### src/rtl/ftws_pkg.sv
// shared types and constants for the frame time window statistics block
`default_nettype none
package ftws_pkg;

  localparam int DEF_WINDOW_DEPTH = 256;
  localparam int DEF_SAMPLE_BITS  = 24;
  localparam int FRAME_CNT_BITS   = 64;

  // commands from the controller to the datapath
  typedef struct packed {
    logic clear_wr;    // write zero at the sweep address and advance it
    logic capture;     // input transfer: latch sample, advance slot, read the new slot's old value
    logic update;      // write sample, update sum and frame counter, start scan
    logic scan_step;   // read ring at the sweep address and advance it
    logic load_out;    // move results into the output register
  } cmd_t;

  // status from the datapath to the controller
  typedef struct packed {
    logic addr_last;   // sweep address is at the last ring entry
    logic out_busy;    // output register holds a result that is not taken this cycle
  } stat_t;

endpackage
`default_nettype wire

### src/rtl/ftws_ctrl.sv
// controller state machine for the frame time window statistics block
`default_nettype none
module ftws_ctrl (
  input  wire logic          clk,
  input  wire logic          rst,
  input  wire logic          in_valid,
  output logic               in_ready,
  input  wire ftws_pkg::stat_t stat,
  output ftws_pkg::cmd_t     cmd
);

  typedef enum logic [2:0] {
    CLEAR,
    IDLE,
    UPDATE,
    SCAN,
    DRAIN,
    LOAD
  } state_t;

  state_t state;
  state_t state_next;

  always_ff @(posedge clk) begin
    if (rst) begin
      state <= CLEAR;
    end else begin
      state <= state_next;
    end
  end

  always_comb begin
    state_next    = state;
    cmd           = '0;
    in_ready      = 1'b0;
    case (state)
      CLEAR: begin
        cmd.clear_wr = 1'b1;
        if (stat.addr_last) begin
          state_next = IDLE;
        end
      end
      IDLE: begin
        in_ready = 1'b1;
        if (in_valid) begin
          cmd.capture = 1'b1;
          state_next  = UPDATE;
        end
      end
      UPDATE: begin
        cmd.update = 1'b1;
        state_next = SCAN;
      end
      SCAN: begin
        cmd.scan_step = 1'b1;
        if (stat.addr_last) begin
          state_next = DRAIN;
        end
      end
      // last ring read is compared in this cycle
      DRAIN: begin
        state_next = LOAD;
      end
      LOAD: begin
        if (!stat.out_busy) begin
          cmd.load_out = 1'b1;
          state_next   = IDLE;
        end
      end
      default: begin
        state_next = IDLE;
      end
    endcase
  end

  always_ff @(posedge clk) begin
    if (!rst) begin
      if (in_valid && in_ready) begin
        assert (state_next == UPDATE)
          else $error("input transfer did not start an update");
      end
    end
  end

  property p_accept_blocks;
    @(posedge clk) disable iff (rst)
      (in_valid && in_ready) |=> !in_ready;
  endproperty
  a_accept_blocks: assert property (p_accept_blocks)
    else $error("new transfer taken while an item is in work");

  property p_scan_follows_update;
    @(posedge clk) disable iff (rst)
      cmd.update |=> cmd.scan_step;
  endproperty
  a_scan_follows_update: assert property (p_scan_follows_update)
    else $error("window scan did not follow the update");

  property p_load_only_free;
    @(posedge clk) disable iff (rst)
      cmd.load_out |-> !stat.out_busy;
  endproperty
  a_load_only_free: assert property (p_load_only_free)
    else $error("result loaded over one not yet taken");

endmodule
`default_nettype wire

### config.mk
export PLATFORM = sky130hd
export DESIGN_NAME = ftws_ctrl
export DESIGN_NICKNAME = d
export VERILOG_FILES = /design/src/rtl/ftws_pkg.sv /design/src/rtl/ftws_ctrl.sv
export SDC_FILE = /design/constraint.sdc
export NUM_CORES = 1
export LEC_CHECK = 0
export ABC_AREA = 1
export CAP_MARGIN = 20
export CORE_AREA = 10 10 47 49
export DETAILED_ROUTE_END_ITERATION = 8
export DIE_AREA = 0 0 57 59
export DONT_BUFFER_PORTS = 1
export GPL_TIMING_DRIVEN = 1
export PLACE_DENSITY = 0.35
export REMOVE_ABC_BUFFERS = 1
export SLEW_MARGIN = 25
export SYNTH_ARGS = -nofsm -noshare
export SYNTH_HDL_FRONTEND = slang
export SYNTH_SLANG_ARGS = --single-unit
### constraint.sdc
create_clock -name clk -period 1.1 [get_ports clk]
set_input_delay 0.055 -clock clk [delete_from_list [all_inputs] [get_ports clk]]
set_output_delay 0.055 -clock clk [all_outputs]
set_load 0.05 [all_outputs]
==> results by group, run 1 <==
Clocking
  • Clock sinks: 3
  • Clock Pin Slew Worst Setup and Hold Paths: 40 ps
  • Clk_lat worst skew: 230 ps
  • CTS Buf Count: 3
  • Max Root-Sink Buffers: 2
  • CTS tree: yes
  • H-tree depth: 1
  • Root buf cell: clkbuf_4

Global routing
  • First-pass GRT wire length: between 1000 and 1500 um
  • Aggregate global routing overflow: 0
  • Initial antenna violation count: 0
  • Vias in the first global route: 327
  • Largest net degree at the start of global routing: 7
  • Total GRT Usage: 5.22%

Status
  • Failing checks: negative setup slack
  • Status: complete, but fails checks

Yosys
  • Most used DFF post-synth: dfxtp_1
  • YS warnings: 0
  • Post-Syn Instances: 45
  • Seq/Total Area, Yosys: 23.6%
  • Ranking of synthesized cells by instance count: inv_1 (10), nand2_1 (8), nand3_1 (6)
  • Post-synth EDFFs: 0
  • Seq cells post-synth: 3
  • Synth top area cells: dfxtp_1 (24%), inv_1 (15%), nand3_1 (12%), nand2_1 (12%), nor2_1 (5.9%)
  • Netlist cell types: 16
  • Count leader, synth: inv_1
  • Synth area leader: dfxtp_1
  • Yosys top cell area share: 23.6%
  • Mapped cell area: roughly 250 um^2
  • FFs w/ async S/R, synth: 0%
  • Syn_area_per_cell: roughly 5.6 um^2

STA
  • RSZ-0062 raised after global routing: true
  • Setup WS post-layout: -113 ps
  • Fmax: 0.824 GHz
  • Hold slack: 59.2 ps
  • Post-route clock skew: 1.43 ps
  • Post-layout minimum cycle time: 1210 ps
  • # setup viols final: 6
  • Fin crit share: 110%
  • Relative slew slack: roughly 90%
  • Slew @ Worst Pin: 183 ps
  • Fin. Hold Viols: 0
  • Slew Limit Fails: 0

Routing
  • Vias per inst: a little over 4
  • Remaining DRCs: 0
  • ANT nets after route: 0
  • Vias: 316
  • Wirelength, routed: roughly 770 um
  • 1st-iter DRT viols: 5
  • TritonRoute pass-1 iters: 2
  • Routed length per instance: roughly 10 um

Floorplanning
  • Starting density of the core: between 10% and 20%
  • Total core area: 1400 um^2
  • Die height: 59 um
  • Row cnt: 14
  • Io pins: 11
  • Die Area: 3360 um^2
  • Die Wd: 57 um

Power and ir drop
  • Design Power: ~1900 uW
  • Power per cell area: 3650 nW/um^2
  • Peak VDD IR: 0.00143 V
  • Pleak: 0.000263 uW

Finish
  • Antenna Cells: 0
  • Layout cells sized above 1: 62.3%
  • Total of fill cells in the finished design: 167
  • Area of the multi-input gates: 174 um^2
  • Number of flip-flops in the largest register: 3
  • Largest Register: state
  • Biggest regs: state (3)
  • Fin cells: 77
  • Nets: 67
  • Synth-to-layout area growth: 100%
  • Register area: 68.8 um^2

Min path
  • Min-delay worst type: in -> reg

Setup path
  • Critical Path RT: 1040 ps
  • Critical path launch point type: register
  • Arrival @ worst endpoint: approximately 1200 ps
  • CP endpoint kind: output port
  • Critical path class: reg -> out
  • Worst path max stage delay: 350 ps
  • Slowest cell on the critical path: dfxtp_4
  • Critical path, cell by cell: buf_6 > nor4_2 > buf_4
  • Max FO, Critical Path: 4

Placement
  • Final GP Congestion: around 0.67
  • HPWL reported at the end of detailed placement: 579 um
  • Place WS: -2.77 ps
  • IO Port Bufs: 0
  • Placed Cells: 70

Job
  • Maximum capacitance violations: 0
final timing paths:
path / endpoint / startpoint / slack, ps / depth (start not counted)
setup / recovery: cmd[0] / state[1]$_SDFFE_PP0P_ / -110 / 3
hold / removal: state[0]$_SDFFE_PP0P_ / stat[1] / 60 / 4
setup reg to reg: state[1]$_SDFFE_PP0P_ / state[1]$_SDFFE_PP0P_ / -10 / 8
hold reg to reg: state[1]$_SDFFE_PP0P_ / state[1]$_SDFFE_PP0P_ / 540 / 2
stage by stage:
step	area, um^2	setup TNS [ps]	util, %
6_report	508	-243	36.3
5_1_grt	508	-766	36.3
4_1_cts	502	-313	35.8
3_5_place_dp	398	-2.77	28.4
3_3_place_gp	398	-2.01	28.4
2_1_floorplan	254	-1100	-
final cells by class:
cell class / count / area share, %
timing repair buffer: 12 / 31.0
tap: 16 / 3.94
multi-input combinational: 27 / 34.2
inverter: 15 / 12.1
clock buffer: 4 / 5.17
sequential: 3 / 13.5
what timing repair did:
action / 4_1_cts / 5_1_grt
buffers inserted: 2 / 0
pin swaps: 5 / 2
endpoints found under the setup margin: 8 / 9
hold buffers: 1 / 0
gates resized for setup: 21 / 3
endpoints found under the hold margin: 2 / 0
power by group:
part	internal (uW)	switching, uW	total [uW]
Clock	136	58.1	194
Sequential	182	95.1	277
Combinational	620	762	1380
layer usage:
layer	part of all wire (%)	vias up	GRT usage, %
met1	40	139	4.97
li1	-	166	-
met3	8.2	2	1.93
met4	3.1	0	7.05
met2	48	9	7.60
met5	0	-	0
layout by cell type, fill, tap and decap left out, drive strengths merged, types with 2 or more instances in the layout:
cell | synthesis | routed
inv | 13 | 13
clkbuf | 0 | 4
nand2 | 10 | 10
nand3 | 7 | 7
nor2 | 5 | 5
buf | 0 | 11
a21oi | 2 | 2
dfxtp | 3 | 3
worst max-delay path: cells and delay by family (launching register included):
family | cells | cell delay [ps]
buf+inv | 2 | 340
flops | 1 | 350
simple gates | 1 | 220
kinds of logic after synthesis:
group / share of synthesized area, %
AND/OR/NAND/NOR: 47.8
AO/OA/AOI/OAI: 5.91
flip-flops: 23.6
buffers and inverters: 22.7
Power figures use the tool's default switching activity.
==> run 2: changes to the inputs <==
--- a/config.mk
+++ b/config.mk
@@ -5,14 +5,13 @@
 export SDC_FILE = /design/constraint.sdc
 export NUM_CORES = 1
 export LEC_CHECK = 0
-export ABC_AREA = 1
+export ABC_AREA = 0
 export CAP_MARGIN = 20
 export CORE_AREA = 10 10 47 49
 export DETAILED_ROUTE_END_ITERATION = 8
 export DIE_AREA = 0 0 57 59
 export DONT_BUFFER_PORTS = 1
 export GPL_TIMING_DRIVEN = 1
-export PLACE_DENSITY = 0.35
 export REMOVE_ABC_BUFFERS = 1
 export SLEW_MARGIN = 25
 export SYNTH_ARGS = -nofsm -noshare
==> run 2 against run 1 <==
- the flow still finishes with violations (negative setup slack)
- combinational power shrank 88%
- cell count shrank 30%
- worst setup slack gained 59 ps
- wire length shrank 13%
- first-iteration DRC count shrank 40%
- clock skew is essentially flat
- critical endpoint is now cmd[3]
- hold slack lost 27 ps
- clock power is essentially flat
==> results by group, run 2 <==
Status
  • Status: complete, but fails checks
  • Failing checks: negative setup slack

Yosys
  • Synth area leader: dfxtp_1
  • Mapped cell area: 180 um^2
  • Yosys top cell area share: 33.3%
  • Post-Syn Instances: 22
  • Synth top area cells: dfxtp_1 (33%), a21oi_1 (8.3%), nor3b_2 (6.9%), nor3_1 (5.6%), and3b_1 (4.9%)
  • Syn_area_per_cell: 8.19 um^2
  • Most used DFF post-synth: dfxtp_1
  • FFs w/ async S/R, synth: 0%
  • Post-synth EDFFs: 0
  • Seq cells post-synth: 3
  • Ranking of synthesized cells by instance count: a21oi_1 (3), dfxtp_1 (3), nor3_1 (2)
  • Netlist cell types: 17
  • Seq/Total Area, Yosys: between 30% and 40%
  • YS warnings: 0

Setup path
  • CP bufs+invs: 1
  • R2R cell count: 4
  • Worst path max stage delay: around 360 ps
  • Crit. Startpoint: state[2]$_SDFFE_PP0P_
  • Critical path, cell by cell: nor3b_4 > and2_4 > buf_12
  • CP top delay family: simple AND/OR/NAND/NOR gates
  • Critical path launch point type: register
  • CP endpoint kind: output port
  • Critical path class: reg -> out
  • FF-to-FF Start: state[0]$_SDFFE_PP0P_
  • Critical Path RT: between 1000 and 1500 ps
  • Setup slack, reg-to-reg: approximately 50 ps
  • Arrival @ worst endpoint: 1100 ps
  • Slowest cell on the critical path: dfxtp_4
  • Max FO, Critical Path: 7
  • Reg2Reg Capture Point: state[0]$_SDFFE_PP0P_

STA
  • RSZ-0062 raised after global routing: true
  • # setup viols final: 3
  • Fin. Hold Viols: 0
  • Slew Limit Fails: 0
  • Post-route clock skew: 1.85 ps
  • Fmax: 0.867 GHz
  • Setup TNS: -113 ps
  • Fin crit share: 105%
  • Post-layout minimum cycle time: 1150 ps
  • Relative slew slack: 84.9%
  • Setup WS post-layout: -53.6 ps
  • Slew @ Worst Pin: 225 ps

Power and ir drop
  • Peak VDD IR: between 0.0005 and 0.0006 V
  • Cell Int Power: around 330 uW
  • Comb power frac: 34.4%
  • P_sw: between 150 and 200 uW
  • Pleak: between 0.00015 and 0.0002 uW
  • Switching Share: 32.6%
  • Power per cell area: 1210 nW/um^2
  • Reg power frac: 26.0%
  • Clk pwr share: 39.6%

Placement
  • Final GP Congestion: 0.621
  • IO Port Bufs: 0
  • Placed Cells: 43
  • Placed cell area: 263 um^2
  • Place WS: 16.3 ps
  • HPWL reported at the end of detailed placement: 445 um

Min path
  • Min-Delay Endpoint: state[1]$_SDFFE_PP0P_
  • Hold_sp: in_valid
  • Hold depth: 2
  • Min-delay worst type: in -> reg

Routing
  • Routed length per instance: 12.3 um
  • Remaining DRCs: 0
  • 1st-iter DRT viols: 3
  • Wirelength, routed: 664 um
  • TritonRoute pass-1 iters: 3
  • ANT nets after route: 0
  • Vias per inst: 4.13
  • Vias: 223

Finish
  • Number of flip-flops in the largest register: 3
  • Layout cells sized above 1: 57.9%
  • Biggest regs: state (3)
  • Antenna Cells: 0
  • Largest Register: state
  • Fin cells: 54
  • Total of fill cells in the finished design: 162
  • Post-route cell area: 405 um^2
  • Synth-to-layout area growth: 125%
  • Commonest non-fill, non-tap cell in the layout: buf_4
  • Fin util: 28.9%
  • Nets: 44
  • Most frequent cells in the layout: buf_4 (6), a21oi_1 (3), clkbuf_4 (3), dfxtp_4 (3)

Clocking
  • CTS tree: yes
  • Clock Pin Slew Worst Setup and Hold Paths: 40 ps
  • Max Root-Sink Buffers: 2
  • H-tree depth: 1
  • CTS Buf Count: 3
  • Root buf cell: clkbuf_4
  • Clk_lat worst skew: roughly 230 ps
  • Clock sinks: 3

Floorplanning
  • Die Area: 3360 um^2
  • Row cnt: 14
  • Total core area: ~1400 um^2
  • Die height: 59 um
  • Io pins: 11
  • Die Wd: around 57 um
  • Starting density of the core: ~13%

Global routing
  • GR Layer Usage met1: 3.91%
  • Global-route layer with the greatest usage: met2
  • First-pass GRT wire length: 1120 um
  • Aggregate global routing overflow: 0
  • Total GRT Usage: 4.75%
  • Vias in the first global route: 233
  • Met2 Use GR: 7.44%
  • Initial antenna violation count: 0
  • GR Util met3: roughly 5%
  • Largest net degree at the start of global routing: 8

Job
  • Maximum capacitance violations: 0
run 2: cell types whose count changed in the layout (fill, tap and decap cells not counted), sizes merged, moves of 2 or more:
cell and delta:
nor3 +2, nand3 -7, inv -12, nand2 -9, nor3b +2, nor2 -5
run 2: power groups by stage:
stage / combinational [uW] / sequential, uW / clock, uW
finish: 169 / 128 / 195
CTS: 153 / 128 / 210
detailed placement: 116 / 133 / 0
global placement: 115 / 133 / 0
global route: 179 / 130 / 224
floorplan: 80.2 / 128 / 0
run 2: how the worst max path moves through the flow:
stage,endpoint,cells past startpoint
after global placement,cmd[3],3
after floorplan,cmd[3],2
final,cmd[3],3
after detailed placement,cmd[3],3
after CTS,cmd[3],3
after global routing,cmd[3],3
run 2: kinds of logic after synthesis:
logic type / share of synthesized area, %
AND/OR/NAND/NOR: 45.2
AO/OA/AOI/OAI: 16.7
flip-flops: 33.3
buffers and inverters: 4.86
run 2: per-layer routing:
metal  wire length, um  vias up
met5                 0        -
met4                 0        0
met3                78        0
met2               360        9
met1               226      101
li1                  -      113
run 2: cell type report:
type,instances,area (um^2),share of cell area [%]
Inverter,1,3.75,0.926
Timing Repair Buffer,13,146,36.1
Tap cell,16,20.0,4.94
Clock buffer,4,26.3,6.48
Multi-Input combinational cell,17,138,34.0
Sequential cell,3,71.3,17.6
run 2: per-stage QoR:
step	total power, uW	hold WS (ps)
floorplan	209	124
global placement	247	130
detailed placement	249	135
CTS	490	25.3
global route	532	28.0
finish	492	32.3
run 2: what timing repair did:
item	CTS	global route
buffers inserted	3	2
hold endpoints to repair	3	0
pin swaps	2	3
hold buffers	2	0
setup endpoints to repair	6	6
resized for setup	10	5
==> run 3: changes to the inputs <==
--- a/config.mk
+++ b/config.mk
@@ -5,7 +5,7 @@
 export SDC_FILE = /design/constraint.sdc
 export NUM_CORES = 1
 export LEC_CHECK = 0
-export ABC_AREA = 0
+export ABC_AREA = 1
 export CAP_MARGIN = 20
 export CORE_AREA = 10 10 47 49
 export DETAILED_ROUTE_END_ITERATION = 8
@@ -13,7 +13,7 @@
 export DONT_BUFFER_PORTS = 1
 export GPL_TIMING_DRIVEN = 1
 export REMOVE_ABC_BUFFERS = 1
-export SLEW_MARGIN = 25
+export SLEW_MARGIN = 30
 export SYNTH_ARGS = -nofsm -noshare
 export SYNTH_HDL_FRONTEND = slang
 export SYNTH_SLANG_ARGS = --single-unit
==> run 3 against run 2 <==
- the flow still finishes with violations (negative setup slack)
- hold slack better by 24 ps
- final area up 31%
- non-clock buffer count down 2
- highest routed layer unchanged
==> results by group, run 3 (synthesized netlist as in run 1, its figures left out) <==
Clocking
  • H-tree depth: 1
  • Clock Pin Slew Worst Setup and Hold Paths: 40 ps
  • CTS Buf Count: 3
  • Clk_lat worst skew: roughly 230 ps
  • Max Root-Sink Buffers: 2
  • Root buf cell: clkbuf_4
  • CTS tree: yes
  • Clock sinks: 3

Floorplanning
  • Starting density of the core: between 15 and 20%
  • Die Area: 3360 um^2
  • Die height: just under 60 um
  • Total core area: 1400 um^2
  • Die Wd: 57 um
  • Row cnt: 14
  • Io pins: 11

Routing
  • Remaining DRCs: 0
  • Vias: 316
  • TritonRoute pass-1 iters: 4
  • 1st-iter DRT viols: 3
  • Routed length per instance: 10.0 um
  • Wirelength, routed: about 760 um
  • ANT nets after route: 0
  • Vias per inst: slightly above 4

STA
  • Fmax: 0.868 GHz
  • # setup viols final: 7
  • Post-route clock skew: 5.49 ps
  • Post-layout minimum cycle time: 1150 ps
  • Fin. Hold Viols: 0
  • Fin crit share: 105%
  • RSZ-0062 raised after global routing: true
  • Setup TNS: -178 ps
  • Relative slew slack: 86.3%
  • Slew @ Worst Pin: 205 ps
  • Slew Limit Fails: 0
  • Setup WS post-layout: -51.6 ps
  • Hold slack: 56.4 ps

Finish
  • Number of flip-flops in the largest register: 3
  • Synth-to-layout area growth: 109%
  • Nets: 66
  • Total of fill cells in the finished design: 153
  • Largest Register: state
  • Biggest regs: state (3)
  • Commonest non-fill, non-tap cell in the layout: inv_1
  • Register area: between 70 and 80 um^2
  • Area of the multi-input gates: 198 um^2
  • Antenna Cells: 0
  • Most frequent cells in the layout: inv_1 (6), inv_2 (5)
  • Layout cells sized above 1: 65.0%
  • Post-route cell area: around 530 um^2
  • Fin cells: 76

Global routing
  • Initial antenna violation count: 0
  • Aggregate global routing overflow: 0
  • Largest net degree at the start of global routing: 7
  • First-pass GRT wire length: 1180 um
  • Total GRT Usage: under 10%
  • Vias in the first global route: 329

Setup path
  • Critical path launch point type: register
  • Reg2Reg Capture Point: state[1]$_SDFFE_PP0P_
  • Max FO, Critical Path: 5
  • Worst path max stage delay: between 300 and 400 ps
  • FF-to-FF Start: state[2]$_SDFFE_PP0P_
  • R2R cell count: 8
  • Setup slack, reg-to-reg: -40 ps
  • Arrival @ worst endpoint: 1100 ps
  • Crit. Startpoint: state[2]$_SDFFE_PP0P_
  • Critical Path RT: 1040 ps
  • Slowest cell on the critical path: dfxtp_4
  • CP endpoint kind: output port
  • Critical path class: reg -> out
  • Cell mode on critical path: nor2_4
  • CP endpoint: cmd[3]
  • Critical path, cell by cell: nor2_4 > nand2_4 > nor2_4 > buf_8

Min path
  • Min-delay worst type: in -> reg

Power and ir drop
  • Peak VDD IR: 0.000872 V
  • Pleak: 0.000268 uW
  • Design Power: 1900 uW
  • Power per cell area: 3570 nW/um^2

Placement
  • IO Port Bufs: 0
  • Placed cell area: 375 um^2
  • Final GP Congestion: 0.724
  • Placed Cells: 67
  • HPWL reported at the end of detailed placement: 542 um

Status
  • Status: complete, but fails checks
  • Failing checks: negative setup slack

Job
  • Maximum capacitance violations: 0
[run 3: cell types whose count changed in the layout (fill, tap and decap cells not counted), moves of 3 or more]
cell and change:
nand2_1 +3, nand3_2 +4, inv_1 +5, nor2_1 +3, buf_4 -3, inv_2 +5, nand3_1 +3, nand2_2 +4
[run 3: report_power, final]
part	switching (uW)	internal [uW]	leakage, uW	total [uW]
Combinational	767	623	0.000227	1390
Clock	56.4	136	0.0000150	192
Sequential	126	188	0.0000267	315
Total	949	947	0.000268	1900
[run 3: layout make-up]
| type | instances | share of cell area [%] |
|---|---|---|
| inverters | 15 | 12.5 |
| repair buffers | 11 | 28.2 |
| well taps | 16 | 3.76 |
| flip-flops and latches | 3 | 13.4 |
| clock buffers | 4 | 4.94 |
| multi-input cells | 27 | 37.2 |
[run 3: critical path: cells and delay by family, from the launching register on]
family	cells	cell delay, ps
flip-flops	1	370
AND/OR/NAND/NOR	3	340
buffers and inverters	1	150
[run 3: routing by layer]
metal | GRT usage, % | part of all wire (%) | wire, um
met1 | 2.83 | 32 | 246
met2 | 8.68 | 62 | 469
met3 | 2.15 | 5.8 | 44
met4 | 5.03 | 0 | 0
met5 | 0 | 0 | 0
[run 3: what timing repair did]
action,in CTS,in global routing
setup buffers,3,1
hold endpoints to repair,2,0
pin swaps,2,4
endpoints found under the setup margin,7,8
gates resized for setup,16,15
hold buffers,1,0
[run 3: through the flow]
| step | worst slack, ps | util [%] |
|---|---|---|
| 3_5_place_dp | 8.29 | 26.8 |
| 6_report | -51.6 | 37.9 |
| 2_1_floorplan | -922 | - |
| 3_3_place_gp | 25.5 | 26.8 |
| 4_1_cts | -75.7 | 33.0 |
| 5_1_grt | -121 | 37.9 |
[run 3: worst min-delay path by stage]
stage / from / end / slack (ps) / depth (start not counted)
floorplan: rst / state[1]$_SDFFE_PP0P_ / 220 / 3
global placement: rst / state[1]$_SDFFE_PP0P_ / 240 / 3
detailed placement: rst / state[2]$_SDFFE_PP0P_ / 250 / 3
CTS: stat[1] / state[0]$_SDFFE_PP0P_ / 50 / 4
global route: stat[1] / state[0]$_SDFFE_PP0P_ / 60 / 4
finish: stat[1] / state[0]$_SDFFE_PP0P_ / 60 / 4
